<file path="config.mk">
export PLATFORM = sky130hd
export DESIGN_NAME = lat_cell
export DESIGN_NICKNAME = d
export VERILOG_FILES = /design/src/sv/lat_pkg.sv /design/src/sv/lat_cell.sv
export SDC_FILE = /design/constraint.sdc
export NUM_CORES = 1
export LEC_CHECK = 0
export ABC_AREA = 1
export BUFFER_PORTS_ARGS = -buffer_cell sky130_fd_sc_hd__buf_2
export CAP_MARGIN = 10
export CORE_AREA = 2 2 39 41
export DETAILED_ROUTE_END_ITERATION = 16
export DIE_AREA = 0 0 41 43
export HOLD_SLACK_MARGIN = 0.06
export SYNTH_ARGS = -nofsm -noshare
export SYNTH_HDL_FRONTEND = slang
export SYNTH_SLANG_ARGS = --single-unit
export TNS_END_PERCENT = 100
</file>
<file path="constraint.sdc">
create_clock -name clk_i -period 6.4 [get_ports clk_i]
set_input_delay 0.64 -clock clk_i [delete_from_list [all_inputs] [get_ports clk_i]]
set_output_delay 0.64 -clock clk_i [all_outputs]
set_load 0.05 [all_outputs]
</file>
<file path="src/sv/lat_pkg.sv">
// Shared types and constants for the toroidal Life grid block.
package lat_pkg;

  // Field widths fixed by the item format
  localparam int unsigned COORD_W = 10;
  localparam int unsigned LIVE_W  = 13;
  localparam logic [LIVE_W-1:0] COUNT_MAX = 13'h1FFF;

  // Life rule: neighbor counts for birth and for survival
  localparam logic [3:0] BIRTH_CNT   = 4'd3;
  localparam logic [3:0] SURVIVE_CNT = 4'd2;

  // Item kinds
  typedef enum logic [1:0] {
    KIND_TOGGLE = 2'd0,
    KIND_TICK   = 2'd1,
    KIND_PAUSE  = 2'd2,
    KIND_CLEAR  = 2'd3
  } kind_e;

  // Sequencer states
  typedef enum logic [2:0] {
    ST_INIT,
    ST_IDLE,
    ST_CLEAR,
    ST_GEN,
    ST_READ,
    ST_FINISH
  } state_e;

  // Per-cycle control broadcast to every column cell
  typedef struct packed {
    logic shift;      // move window down one row
    logic save;       // keep incoming bit as the saved top row
    logic use_saved;  // shift in the saved top row instead of memory data
  } cell_ctrl_t;

endpackage

</file>
<file path="src/sv/lat_cell.sv">
// One column cell: a three-row window of its column plus the saved top row.
module lat_cell (
  input  logic                clk_i,
  input  lat_pkg::cell_ctrl_t ctrl_i,
  input  logic                din_i,    // new row bit from memory
  input  logic [2:0]          left_i,   // left neighbor window {down, mid, up}
  input  logic [2:0]          right_i,  // right neighbor window
  output logic [2:0]          col_o,    // own window {down, mid, up}
  output logic                nxt_o     // next state of the center cell
);

  logic up_q, mid_q, dn_q, sav_q;
  logic [3:0] nsum;

  // Window shifts down as rows stream through
  always_ff @(posedge clk_i) begin
    if (ctrl_i.shift) begin
      up_q  <= mid_q;
      mid_q <= dn_q;
      dn_q  <= ctrl_i.use_saved ? sav_q : din_i;
    end
    if (ctrl_i.save) begin
      sav_q <= din_i;
    end
  end

  assign col_o = {dn_q, mid_q, up_q};

  // Eight-neighbor count and Life rule
  always_comb begin
    nsum = 4'(left_i[0]) + 4'(left_i[1]) + 4'(left_i[2])
         + 4'(right_i[0]) + 4'(right_i[1]) + 4'(right_i[2])
         + 4'(up_q) + 4'(dn_q);
    nxt_o = (nsum == lat_pkg::BIRTH_CNT) || ((nsum == lat_pkg::SURVIVE_CNT) && mid_q);
  end

endmodule

</file>
==> flow_summary.ini, run 1 <==
[worst_setup_path]
worstPathMaxFanout = 2
reg2reg_setup_slack_ns = 5.54
worst_setup_path_startpoint = left_i[0]
worst_reg2reg_path_endpoint = dn_q$_DFFE_PP_
worst_setup_path_start_kind = primary input
timing_worst_setup_path_type = in -> out
r2r_start = sav_q$_DFFE_PP_
signal_arrival_time_at_the_worst_endpoint_ns = 3.48
worstPathRequired_ns = 5.76
critical_path.endpoint = nxt_o
r2r.worst_path.cells = 1
cp-end-kind = output port

[synthesis]
synth.top_cells.by_count = sky130_fd_sc_hd__inv_1, sky130_fd_sc_hd__edfxtp_1, sky130_fd_sc_hd__fa_1
yosys_most_used_dff = sky130_fd_sc_hd__edfxtp_1
ys_top_cells_by_area = sky130_fd_sc_hd__edfxtp_1, sky130_fd_sc_hd__fa_1, sky130_fd_sc_hd__inv_1
library_cells_used_by_synthesis = 9
yosysWarningCount = 0
syn_avg_cell_area_um2 = 9.94
synth_cells = 36
synth_area_um2 = 358
seq_area_frac_synth = 0.336
synth_top_cell_by_area = sky130_fd_sc_hd__edfxtp_1
post-synth-top-count-cell = sky130_fd_sc_hd__inv_1
synthesis.nets = 54
synth_largest_type_area_fraction = 0.336
number_of_synthesized_flops_with_an_enable_pin = 4
postSynthRegisterBits = 4
postSynth.asyncResetShare = 0

[timing]
fin_tns_setup_ns = 0
finalClockSkew_ns = 0.00233
final_hold_viol_count = 0
worstMarginPinSlew_ns = 0.250
timing.fmax_mhz = 242
timing.final.ws_setup_ns = 2.28
min_period_over_period = 0.644
max_slew_margin = 0.834
final-setup-viol-count = 0
period_needed_ns = 4.12
slew_viol_final = 0
rsz0062_at_grt = no

[pwr]
totalPowerFinal_mw = 0.115
static-leakage-power_nw = 0.257
vdd.ir_drop.worst_v = 0.000104
power_per_cell_area_nw_per_um2 = 258

[placement]
detailedPlacementHpwl_um = 491
pre_cts_slack_ns = 2.25
place.gp.congestion = 0.590
portBuffers = 14

[clock_network]
path_clk_slew_ns = 0.04
post-cts-setup-buffers = 0
clock-sinks = 4
cts_hold_repair.buffers = 0
clock_tree_from_tritoncts = done
worst_skew_late_latency_ns = 0.23
h-tree-depth = 1
cts_inserted_buffers = 3
clock_tree.root_cell = sky130_fd_sc_hd__clkbuf_4
cts_max_path_bufs = 2
resized_cells_post_cts = 0

[routing]
wl_um = 542
dr_pass1_iterations = 4
drt.antenna.violating_nets = 0
routedWlPerCell_um = 8.21
first_iter_violations = 2
avgViaCountPerCell = 3.97
num_vias = 262
route.detailed.drc = 0

[die]
die_height_um = 43
initial_core_util = 0.259
dieWidth_um = 41
design.die.area_um2 = 1760
floorplan.core_area_um2 = 1380
ioPinCount = 15
floorplan.rows = 14

[global_route]
initial_antenna_violation_count = 0
grt_pass1_wl_um = 876
met3_usage = 0.0628
global_route.overflow_total = 0
largest_net_degree_at_the_start_of_global_routing = 4
grt_util_all_layers = 0.0761
grt.met1_usage = 0.0833
first_global_vias = 249
groute.layer.met2.usage = 0.119
gr-max-usage-layer = met2

[layout]
post_route_cells_drive_above_1_share = 0.360
number_of_nets_in_the_layout = 70
nFillCells = 155
antenna_cells = 0
area_growth_syn_to_layout_pct = 25.2

[run_status]
outcome = finished clean

[worst_hold_path]
min-delay-path-class = reg -> reg

[flow_run]
drv.max_cap_violation_count = 0
-- registers in the layout, summed over array words and instances, names as in the netlist --
name and cells:
sav_q 1, up_q 1, mid_q 1, dn_q 1
-- cells by family (layout without fill, tap and decap cells) --
kind of cell,after synthesis,count (layout),share of synthesized area
compound gates,1,1,0.0140
fa+ha+maj,7,7,0.329
buf+inv,18,32,0.220
flops,4,4,0.336
mux,1,1,0.0419
simple gates,5,5,0.0594
-- power breakdown --
part / switching, mW / leakage, nW / internal (mW)
Sequential: 0.000940 / 0.0391 / 0.0313
Combinational: 0.0343 / 0.204 / 0.0191
Clock: 0.00908 / 0.0138 / 0.0209
Total: 0.0443 / 0.257 / 0.0712
-- layout by cell type, fill, tap and decap left out --
cell type / n
sky130_fd_sc_hd__buf_2: 14
sky130_fd_sc_hd__edfxtp_1: 4
sky130_fd_sc_hd__clkbuf_4: 3
sky130_fd_sc_hd__ha_1: 3
sky130_fd_sc_hd__nand2_1: 3
sky130_fd_sc_hd__fa_1: 4
sky130_fd_sc_hd__mux2_4: 1
sky130_fd_sc_hd__inv_1: 15
sky130_fd_sc_hd__nand3_1: 2
sky130_fd_sc_hd__a21oi_1: 1
-- area by class of cell --
cell class,instances,area [um2],share of cell area
Multi-Input combinational cell,14,159,0.355
Sequential cell,4,120,0.268
Timing Repair Buffer,14,70.1,0.156
Inverter,15,56.3,0.126
Clock buffer,3,22.5,0.0503
Tap cell,16,20.0,0.0447
-- per-layer routing --
metal,vias to the layer above,wire (um)
met5,-,0
met4,0,0
met3,0,84
met2,20,253
met1,112,205
li1,130,-
-- worst min path at each step --
stage	slack, ns	end	cells after the start	from
after global routing	0.50	up_q$_DFFE_PP_	0	mid_q$_DFFE_PP_
after floorplan	0.45	mid_q$_DFFE_PP_	0	dn_q$_DFFE_PP_
final	0.49	up_q$_DFFE_PP_	0	mid_q$_DFFE_PP_
after detailed placement	0.48	up_q$_DFFE_PP_	0	mid_q$_DFFE_PP_
after global placement	0.48	up_q$_DFFE_PP_	0	mid_q$_DFFE_PP_
after CTS	0.49	up_q$_DFFE_PP_	0	mid_q$_DFFE_PP_
-- through the flow --
step	hold WS, ns	utilization	cell area (um2)	instances
floorplan	0.451	-	358	36
global placement	0.476	0.307	425	63
detailed placement	0.480	0.307	425	63
CTS	0.488	0.324	448	66
global route	0.499	0.324	448	66
finish	0.490	0.324	448	66
-- worst max-delay path, stage by stage --
cell and delay [ns]:
sky130_fd_sc_hd__buf_2 0.07, sky130_fd_sc_hd__inv_1 0.04, sky130_fd_sc_hd__fa_1 0.56, sky130_fd_sc_hd__fa_1 0.43, sky130_fd_sc_hd__fa_1 0.49, sky130_fd_sc_hd__inv_1 0.04, sky130_fd_sc_hd__ha_1 0.21, sky130_fd_sc_hd__fa_1 0.54
sky130_fd_sc_hd__nand3_1 0.07, sky130_fd_sc_hd__a21oi_1 0.10, sky130_fd_sc_hd__buf_2 0.27
(Power assumes the default switching activity.)
==> run 2, diff against run 1 <==
==> constraint.sdc (replaced) <==
create_clock -name clk_i -period 4.3 [get_ports clk_i]
set_input_delay 0.43 -clock clk_i [delete_from_list [all_inputs] [get_ports clk_i]]
set_output_delay 0.43 -clock clk_i [all_outputs]
set_load 0.05 [all_outputs]
==> run 2 against run 1 <==
  * Via count down 1.9%
  * Register-to-register slack lost 2.1 ns
  * Wire length decreased by 4.1%
  * Global-route usage decreased by 0.59 points
  * Largest cell class unchanged
  * Total power rose by 48%
  * Count of clock-buffer cells in the layout unchanged
  * Sequential share of layout area stayed put
  * Worst hold slack worse by 0.098 ns
  * Clock power increased by 50%
  * Critical endpoint unchanged
  * Critical path depth stayed put
==> flow_summary.ini, run 2 (synthesis results as in run 1) <==
[global_route]
global_route.overflow_total = 0
groute.layer.met2.usage = 0.0844
grt.met1_usage = 0.101
initial_antenna_violation_count = 0
grt_pass1_wl_um = 821
first_global_vias = 232
largest_net_degree_at_the_start_of_global_routing = 4
met3_usage = 0.0628
grt_util_all_layers = 0.0703
gr-max-usage-layer = met1

[worst_setup_path]
path_common_cell = sky130_fd_sc_hd__fa_1
timing_worst_setup_path_type = in -> out
worstPathMaxFanout = 2
worst_path_dominant_cell_family = adder cells
cp-end-kind = output port
timing.critical_path.buf_inv = 4
worstPathRequired_ns = 3.87
crit_path_top_delay_cell = sky130_fd_sc_hd__fa_1
worst_setup_path_start_kind = primary input
crit_chain = buf_2 > inv_1 > fa_1 > fa_1 > fa_1 > inv_1 > ha_1 > fa_1 > nand3_1 > a21oi_1 > buf_2
critPathMaxStageDelay_ns = 0.54
signal_arrival_time_at_the_worst_endpoint_ns = 3.23
r2r_start = sav_q$_DFFE_PP_
worst_setup_path_startpoint = left_i[0]

[layout]
commonest_non_fill_non_tap_cell_in_the_layout = sky130_fd_sc_hd__inv_1
most-common-layout-cells = sky130_fd_sc_hd__inv_1, sky130_fd_sc_hd__buf_2, sky130_fd_sc_hd__fa_1, sky130_fd_sc_hd__edfxtp_1
antenna_cells = 0
number_of_nets_in_the_layout = 70
area_growth_syn_to_layout_pct = 25.2
nFillCells = 146
post_route_cells_drive_above_1_share = 0.360

[clock_network]
h-tree-depth = 1
clock_tree_from_tritoncts = done
resized_cells_post_cts = 0
post-cts-setup-buffers = 0
cts_inserted_buffers = 3
worst_skew_late_latency_ns = 0.23
path_clk_slew_ns = 0.04
cts_max_path_bufs = 2
clock-sinks = 4
clock_tree.root_cell = sky130_fd_sc_hd__clkbuf_4
cts_hold_repair.buffers = 0

[routing]
route.detailed.drc = 0
wl_um = 520
num_vias = 257
routedWlPerCell_um = 7.88
drt.antenna.violating_nets = 0
dr_pass1_iterations = 3
first_iter_violations = 1
avgViaCountPerCell = 3.89

[timing]
worstMarginPinSlew_ns = 0.250
max_slew_margin = 0.835
timing.final.ws_setup_ns = 0.639
rsz0062_at_grt = no
min_period_over_period = 0.852
timing.fmax_mhz = 273
final_hold_viol_count = 0
period_needed_ns = 3.66
final-setup-viol-count = 0
fin_tns_setup_ns = 0
slew_viol_final = 0
finalClockSkew_ns = 0.0000852

[die]
floorplan.core_area_um2 = 1380
floorplan.rows = 14
initial_core_util = 0.259
design.die.area_um2 = 1760
die_height_um = 43
ioPinCount = 15
dieWidth_um = 41

[pwr]
p_int_mw = 0.106
power.sequential.fraction = 0.279
switchingPower_mw = 0.0657
power.share.combinational = 0.458
pwr-share-clk = 0.263
swShare = 0.383
vdd.ir_drop.worst_v = 0.000185
power_per_cell_area_nw_per_um2 = 382
static-leakage-power_nw = 0.257
totalPowerFinal_mw = 0.171

[worst_hold_path]
min-delay-path-class = in -> reg
hold_path_startpoint = din_i

[placement]
detailedPlacementHpwl_um = 476
pre_cts_slack_ns = 0.609
portBuffers = 14
place.gp.congestion = 0.587

[flow_run]
drv.max_cap_violation_count = 0

[run_status]
outcome = finished clean
==> run 2: area by class of cell <==
| type | count | area (um2) | share of cell area |
|---|---|---|---|
| Clock buffer | 3 | 22.5 | 0.0503 |
| Inverter | 15 | 56.3 | 0.126 |
| Multi-Input combinational cell | 14 | 159 | 0.355 |
| Sequential cell | 4 | 120 | 0.268 |
| Tap cell | 16 | 20.0 | 0.0447 |
| Timing Repair Buffer | 14 | 70.1 | 0.156 |
==> run 2: metrics by stage <==
step	util	cell area [um2]	instances	hold slack (ns)
3_5_place_dp	0.307	425	63	0.483
5_1_grt	0.324	448	66	0.383
6_report	0.324	448	66	0.392
3_3_place_gp	0.307	425	63	0.476
2_1_floorplan	-	358	36	0.451
4_1_cts	0.324	448	66	0.384
==> run 2: final timing paths <==
check | cells past startpoint | to | slack (ns)
min | 1 | sav_q$_DFFE_PP_ | 0.39
max reg2reg | 1 | dn_q$_DFFE_PP_ | 3.44
max | 11 | nxt_o | 0.64
min reg2reg | 0 | mid_q$_DFFE_PP_ | 0.48
==> run 2: per-layer routing <==
layer  part of all wire  vias up  routed length, um
met2               0.42       15                216
li1                   -      131                  -
met5                  0        -                  0
met4                  0        0                  0
met3               0.13        0                 69
met1               0.45      111                233
==> run 2: power groups by stage <==
| stage | Combinational [mW] | Sequential, mW | Clock [mW] |
|---|---|---|---|
| final | 0.0784 | 0.0478 | 0.0450 |
| after global routing | 0.0890 | 0.0481 | 0.0498 |
| after CTS | 0.0801 | 0.0479 | 0.0475 |
| after detailed placement | 0.0804 | 0.0485 | 0 |
| after global placement | 0.0767 | 0.0484 | 0 |
| after floorplan | 0.0640 | 0.0481 | 0 |
