`src/sv/lat_popcount.sv`:
```
// Registered adder tree counting the set bits of one row.
module lat_popcount #(
  parameter int unsigned N = 64
) (
  input  logic                   clk_i,
  input  logic                   rst_ni,
  input  logic [N-1:0]           bits_i,
  output logic [$clog2(N+1)-1:0] sum_o
);

  localparam int unsigned SW   = $clog2(N + 1);
  localparam int unsigned NPAD = 1 << $clog2(N);

  // Heap layout: nodes 1..NPAD-1 registered, NPAD..2*NPAD-1 are leaves
  logic [SW-1:0] node_q [1:NPAD-1];
  logic [SW-1:0] tree_w [1:2*NPAD-1];

  for (genvar k = 1; k < NPAD; k++) begin : g_node
    assign tree_w[k] = node_q[k];
  end

  for (genvar j = 0; j < NPAD; j++) begin : g_leaf
    if (j < N) begin : g_used
      assign tree_w[NPAD+j] = SW'(bits_i[j]);
    end else begin : g_pad
      assign tree_w[NPAD+j] = '0;
    end
  end

  // One level of additions per register stage
  always_ff @(posedge clk_i or negedge rst_ni) begin
    if (!rst_ni) begin
      for (int k = 1; k < NPAD; k++) begin
        node_q[k] <= '0;
      end
    end else begin
      for (int k = 1; k < NPAD; k++) begin
        node_q[k] <= tree_w[2*k] + tree_w[2*k+1];
      end
    end
  end

  assign sum_o = node_q[1];

endmodule

```
`config.mk`:
```
export PLATFORM = sky130hd
export DESIGN_NAME = lat_popcount
export DESIGN_NICKNAME = d
export VERILOG_FILES = /design/src/sv/lat_popcount.sv
export SDC_FILE = /design/constraint.sdc
export NUM_CORES = 1
export LEC_CHECK = 0
export ABC_AREA = 0
export BUFFER_PORTS_ARGS = -buffer_cell sky130_fd_sc_hd__buf_2
export CAP_MARGIN = 20
export CELL_PAD_IN_SITES_DETAIL_PLACEMENT = 0
export CELL_PAD_IN_SITES_GLOBAL_PLACEMENT = 1
export CORE_ASPECT_RATIO = 1.25
export CORE_MARGIN = 2
export CORE_UTILIZATION = 35
export CTS_CLUSTER_DIAMETER = 150
export DETAILED_ROUTE_END_ITERATION = 10
export HOLD_SLACK_MARGIN = 0.05
export PLACE_DENSITY_LB_ADDON = 0.1
export SLEW_MARGIN = 10
export SYNTH_ARGS = -nofsm -noshare
export SYNTH_HDL_FRONTEND = slang
export SYNTH_SLANG_ARGS = --single-unit
```
`constraint.sdc`:
```
create_clock -name clk_i -period 4.5 [get_ports clk_i]
set_input_delay 0.225 -clock clk_i [delete_from_list [all_inputs] [get_ports clk_i]]
set_output_delay 0.225 -clock clk_i [all_outputs]
set_load 0.01 [all_outputs]
```
==> flow_summary.yaml, run 1 <==
logic_synthesis:
  synthMostInstantiatedCell: "sky130_fd_sc_hd__dfrtp_1"
  ys_warnings: 0
  post_synthesis_cell_count: 536
  synth_top_flop_cell: "sky130_fd_sc_hd__dfrtp_1"
  synth_top_area_cell: "sky130_fd_sc_hd__dfrtp_1"
  avgSynthCellArea_sq_um: 14.3
  yosysSeqAreaShare: 0.598
  synth_top_cells_by_area: "sky130_fd_sc_hd__dfrtp_1 (60%), sky130_fd_sc_hd__ha_1 (17%), sky130_fd_sc_hd__fa_1 (8.1%), sky130_fd_sc_hd__inv_1 (5.9%), sky130_fd_sc_hd__a21o_1 (3.0%)"
  netlist.area_leader.share: 0.598
  ys_ff_latch: 183
  synth_edf_count: 0
  synth_net_count: 737
  synth_cell_types: 18
  asyncSetResetFlopFracSynth: 1.00
  synth_common_cells: "sky130_fd_sc_hd__dfrtp_1 (183), sky130_fd_sc_hd__inv_1 (121), sky130_fd_sc_hd__ha_1 (104)"
  synthesis.area_sq_um: 7650
floorplan:
  die_area_sq_um: 23100
  die_h_um: 169
  die_width_um: 136
  placementRows: 60
  initial_core_util: 0.356
  design.core.area_sq_um: 21500
  io_pins: 73
finish:
  layout.cell_area.non_filler_sq_um: 9900
  insertedDiodeCount: 0
  drive_gt1_frac: 0.149
  nets: 920
  filler_instances: 1992
  layout-area-overhead-vs-synth_pct: 29.4
grt:
  global_route.peak_usage_layer: "met2"
  groute.layer.met1.usage: 0.130
  grt_remaining_overflow: 0
  wire_length_of_the_first_global_routing_pass_um: 20000
  antenna_found_initial: 0
  number_of_global_route_vias_before_repair: 4619
  maximum_number_of_pins_on_one_net_before_global_route_repair: 94
  globalRouteMet3Util: 0.0260
  grt_use_total: 0.111
  gr-usage-met2: 0.191
outcome:
  status: "completed"
critical_path:
  reg2regPathDepth: 6
  critPathCaptureType: "flop"
  crit_type: "reg -> reg"
  cp-start-kind: "flop"
  worst_ep_arrival_time_ps: 2010
  critical_path_required_ps: 4810
  crit_path_max_fanout: 3
sta:
  timing.max_slew.rel_slack: 0.522
  finalCritPeriodShare: 0.379
  setup-tns-final_ps: 0
  rsz_0062_raised_after_global_routing: "false"
  max_freq_mhz: 587
  setup-violations-final: 0
  slew_violations: 0
  hold_ws_ps: 422
  fin_worst_skew_ps: 8.52
  post-route-worst-setup-slack_ps: 2800
  final_hold_viol_count: 0
  worstMarginPinSlew_ps: 717
  layout_min_cycle_time_ps: 1700
place:
  preCtsSetupSlack_ps: 2800
  routability_driven_placement_congestion_ratio: 0.732
  postPlaceCellArea_sq_um: 8330
  detailedPlacementHpwl_um: 7370
  numPortBuffers: 72
route:
  dr.pass1.iters: 4
  vias: 4122
  vias_per_cell: 4.08
  route.detailed.wl_per_inst_um: 10.8
  dr.first_iter.drc_count: 125
  detail_route.drc_violations: 0
  detail_route.wirelength_um: 11000
  detail-route-antenna-nets: 0
cts:
  clock_sinks: 183
  clk_root_buffer_cell: "sky130_fd_sc_hd__clkbuf_16"
  tritoncts.num_buffers: 17
  path_clk_slew_ps: 70
  clk-insertion-delay-late_ps: 430
  maximum_root_to_sink_buffer_count: 2
  tritoncts_clock_tree: "built"
  post_cts.repair.setup_buffers: 0
  htree_levels: 4
hold_path:
  hold_path_class: "in -> async"
power_and_ir_drop:
  total_power_mw: 5.20
  power.density_nw_per_um2: 525
  ir_worst_vdd_uv: 271
  leakage_nw: 5.25
flow_run:
  max-cap-violations: 0
==> layout make-up <==
| type | instances | area (sq um) | share of cell area |
|---|---|---|---|
| sequential | 183 | 4580 | 0.462 |
| tap | 279 | 349 | 0.0352 |
| clock inverter | 14 | 160 | 0.0162 |
| clock buffer | 18 | 439 | 0.0443 |
| inverter | 121 | 454 | 0.0459 |
| timing repair buffer | 171 | 1360 | 0.137 |
| multi-input combinational | 225 | 2570 | 0.259 |
==> critical path, stage by stage (launching register included) <==
cell                       delay (ps)
sky130_fd_sc_hd__dfrtp_1          370
sky130_fd_sc_hd__ha_1             240
sky130_fd_sc_hd__fa_1             430
sky130_fd_sc_hd__a211oi_1         250
sky130_fd_sc_hd__nor2_1            80
sky130_fd_sc_hd__o21ai_0          150
sky130_fd_sc_hd__nand2b_1          70
==> path summary, 6_finish.rpt <==
check | start | slack, ps | to
worst max register to register | node_q[420]$_DFF_PN0_ | 2800 | sum_o[6]$_DFF_PN0_
min in group clk_i | node_q[217]$_DFF_PN0_ | 470 | node_q[329]$_DFF_PN0_
worst max-delay path | node_q[420]$_DFF_PN0_ | 2800 | sum_o[6]$_DFF_PN0_
worst min register to register | node_q[217]$_DFF_PN0_ | 470 | node_q[329]$_DFF_PN0_
max in group asynchronous | rst_ni | 2960 | node_q[308]$_DFF_PN0_
worst min-delay path | rst_ni | 420 | node_q[56]$_DFF_PN0_
==> logic make-up (layout without fill, tap and decap cells) <==
logic type | count (synthesis) | count (layout) | share of synthesized area
DFF | 183 | 183 | 0.598
adders and majority gates | 135 | 135 | 0.251
buffers and inverters | 128 | 324 | 0.0662
AOI/OAI and AO/OA | 56 | 56 | 0.0510
xor gates and xnor gates | 23 | 23 | 0.0263
and+or+nand+nor | 11 | 11 | 0.00703
==> where the power goes <==
part	total [mW]	leakage [nW]	internal, mW	switching, mW
registers	2.23	2.24	2.06	0.167
logic	1.48	2.72	0.751	0.725
clock network	1.50	0.292	0.849	0.654
total	5.20	5.25	3.66	1.55
==> flip-flops by register name, indices dropped and copies added (netlist names) <==
| signal | flops |
|---|---|
| sum_o | 7 |
| node_q | 176 |
==> cells in the final DEF (no fill, tap or decap) <==
cell type                       instances
sky130_fd_sc_hd__dfrtp_1              183
sky130_fd_sc_hd__inv_1                121
sky130_fd_sc_hd__ha_1                 104
sky130_fd_sc_hd__dlygate4sd3_1         97
sky130_fd_sc_hd__buf_2                 71
sky130_fd_sc_hd__a21o_1                31
sky130_fd_sc_hd__fa_1                  31
sky130_fd_sc_hd__xnor2_1               18
sky130_fd_sc_hd__clkbuf_16             17
sky130_fd_sc_hd__o21ai_0                8
sky130_fd_sc_hd__a21oi_1                7
sky130_fd_sc_hd__a211oi_1               6
sky130_fd_sc_hd__nor2_1                 6
sky130_fd_sc_hd__inv_6                  6
sky130_fd_sc_hd__xor2_1                 5
sky130_fd_sc_hd__nand2b_1               4
sky130_fd_sc_hd__clkinvlp_4             2
sky130_fd_sc_hd__clkinv_2               2
sky130_fd_sc_hd__bufinv_16              2
sky130_fd_sc_hd__clkbuf_8               2
sky130_fd_sc_hd__inv_8                  2
sky130_fd_sc_hd__buf_4                  2
sky130_fd_sc_hd__nor2b_1                1
sky130_fd_sc_hd__a211oi_2               1
sky130_fd_sc_hd__o21bai_1               1
sky130_fd_sc_hd__a21oi_2                1
sky130_fd_sc_hd__a21o_2                 1
==> per-layer routing <==
layer  up-vias  routed length, um
met5         -                  0
met3        15                318
li1       2037                  -
met4         0                229
met2        55               5730
met1      2015               4680
==> per-stage QoR <==
step | util | std cells
global route | 0.461 | 1011
finish | 0.461 | 1011
floorplan | - | 536
detailed placement | 0.388 | 882
global placement | 0.388 | 882
CTS | 0.461 | 1011
==> what timing repair did <==
item / CTS / global route
gates resized for setup: 0 / 0
hold buffers: 97 / 0
endpoints found under the hold margin: 155 / 0
Note: power is estimated with default switching activity, not from simulation.
==> inputs of run 2 (changes only) <==
==> constraint.sdc (replaced) <==
create_clock -name clk_i -period 1.4 [get_ports clk_i]
set_input_delay 0.07 -clock clk_i [delete_from_list [all_inputs] [get_ports clk_i]]
set_output_delay 0.07 -clock clk_i [all_outputs]
set_load 0.01 [all_outputs]
==> run 2 against run 1 <==
Effect of this change: flip-flop and latch count stayed put; critical path depth is 1 lower; highest routed layer unchanged; count of clock-buffer cells in the layout is 4 higher; critical path type unchanged; sequential share of layout area is 0.91 points lower; wire length is 0.92% higher; clock power grew to 3.0 times the previous value; the run now ends with setup timing left; register-to-register slack worse by 2900 ps.
==> flow_summary.yaml, run 2 (synthesis results as in run 1) <==
place:
  placed_cells: 895
  postPlaceCellArea_sq_um: 8490
  preCtsSetupSlack_ps: -97.2
  numPortBuffers: 72
  detailedPlacementHpwl_um: 7520
  routability_driven_placement_congestion_ratio: 0.726
cts:
  clock_sinks: 183
  htree_levels: 4
  tritoncts_clock_tree: "built"
  path_clk_slew_ps: 70
  maximum_root_to_sink_buffer_count: 2
  clk_root_buffer_cell: "sky130_fd_sc_hd__clkbuf_16"
  tritoncts.num_buffers: 17
  clk-insertion-delay-late_ps: 420
finish:
  drive_gt1_frac: 0.193
  layout-area-overhead-vs-synth_pct: 32.0
  largest_reg_flops: 176
  registers.top_by_ff_count: "node_q"
  insertedDiodeCount: 0
  layout.cell_area.non_filler_sq_um: 10100
  final_common_cell: "sky130_fd_sc_hd__dfrtp_1"
  nets: 935
  layout.cells.non_filler: 1026
  mostFrequentLayoutCells: "sky130_fd_sc_hd__dfrtp_1 (183), sky130_fd_sc_hd__inv_1 (119), sky130_fd_sc_hd__ha_1 (97), sky130_fd_sc_hd__dlygate4sd3_1 (97), sky130_fd_sc_hd__buf_2 (71)"
critical_path:
  timing.critical_path.cells: "ha_2 -> fa_2 -> a21o_2 -> a211oi_2 -> nor2_1"
  critPathCaptureType: "flop"
  crit_path_max_fanout: 3
  cp-start-kind: "flop"
  crit_type: "reg -> reg"
  path_buf_inv: 0
  path_delay_family: "adder cells"
  critical_path_required_ps: 1700
  crit_path_top_delay_cell: "sky130_fd_sc_hd__dfrtp_1"
  worst_ep_arrival_time_ps: 1800
  critPathMaxStageDelay_ps: 370
power_and_ir_drop:
  power.density_nw_per_um2: 1690
  ir_worst_vdd_uv: 951
  leakage_nw: 5.31
route:
  detail-route-antenna-nets: 0
  dr.pass1.iters: 4
  detail_route.drc_violations: 0
  dr.first_iter.drc_count: 105
  vias: 4153
  detail_route.wirelength_um: 11100
  vias_per_cell: 4.05
  route.detailed.wl_per_inst_um: 10.8
floorplan:
  design.core.area_sq_um: 21500
  die_h_um: 169
  die_area_sq_um: 23100
  die_width_um: 136
  initial_core_util: 0.356
  placementRows: 60
  io_pins: 73
outcome:
  status: "finished with violations"
  failed_checks: "setup timing"
sta:
  hold_ws_ps: 129
  slew_violations: 0
  fin_worst_skew_ps: 7.65
  layout_min_cycle_time_ps: 1490
  worstMarginPinSlew_ps: 366
  timing.max_slew.rel_slack: 0.756
  rsz_0062_raised_after_global_routing: "true"
  setup-violations-final: 4
  final_hold_viol_count: 0
  finalCritPeriodShare: 1.07
  post-route-worst-setup-slack_ps: -93.5
  max_freq_mhz: 670
grt:
  grt_remaining_overflow: 0
  maximum_number_of_pins_on_one_net_before_global_route_repair: 44
  antenna_found_initial: 0
  number_of_global_route_vias_before_repair: 4611
  grt_use_total: 0.111
  wire_length_of_the_first_global_routing_pass_um: 20100
flow_run:
  max-cap-violations: 0
hold_path:
  hold_path_class: "in -> async"
run 2: cell types whose count changed in the layout (fill, tap and decap cells not counted), sizes merged:
cell,change
clkinvlp,+1
clkbuf,+4
bufinv,-1
buf,+15
clkinv,+3
inv,-7
run 2: where the power goes:
group	internal (mW)	switching, mW
combinational	2.85	2.47
sequential	6.62	0.581
clock	2.64	1.93
run 2: layer usage:
layer | vias up | global-route usage | wire length, um
met5 | - | 0 | 0
met4 | 0 | 0.0421 | 189
met3 | 14 | 0.0305 | 342
met2 | 57 | 0.192 | 5780
met1 | 2017 | 0.130 | 4750
li1 | 2065 | - | -
run 2: stage by stage:
stage | TNS, ps | power, mW | util
6_report | -173 | 17.1 | 0.471
5_1_grt | -584 | 18.6 | 0.471
4_1_cts | -163 | 17.4 | 0.469
3_5_place_dp | -376 | 12.2 | 0.396
3_3_place_gp | -217 | 12.2 | 0.396
2_1_floorplan | -113 | 10.7 | -
run 2: worst paths after layout:
path                                       start                     to  cells past startpoint  slack, ps
max reg2reg                node_q[427]$_DFF_PN0_     sum_o[4]$_DFF_PN0_                      5        -90
max in group asynchronous                 rst_ni  node_q[374]$_DFF_PN0_                      3        640
min in group clk_i                    bits_i[43]   node_q[71]$_DFF_PN0_                      3        410
max                        node_q[427]$_DFF_PN0_     sum_o[4]$_DFF_PN0_                      5        -90
min                                       rst_ni  node_q[232]$_DFF_PN0_                      2        130
min reg2reg                 node_q[21]$_DFF_PN0_  node_q[231]$_DFF_PN0_                      1        470
run 2: layout make-up:
class	instances	area, sq um
tap	279	349
clock inverter	10	93.8
fill	1945	11400
timing repair buffer	186	1510
clock buffer	22	484
sequential	183	4580
multi-input combinational	225	2640
inverter	121	454
run 2: what timing repair did:
action,in CTS,in global routing
hold buffers,97,0
setup buffers,0,2
setup endpoints to repair,9,11
pin swaps,8,12
gates resized for setup,9,7
endpoints found under the hold margin,247,0
run 2: worst register-to-register path, stage by stage (launching register included):
cell,delay (ps)
sky130_fd_sc_hd__dfrtp_1,370
sky130_fd_sc_hd__ha_2,190
sky130_fd_sc_hd__fa_2,360
sky130_fd_sc_hd__a21o_2,230
sky130_fd_sc_hd__a211oi_2,170
sky130_fd_sc_hd__nor2_1,60
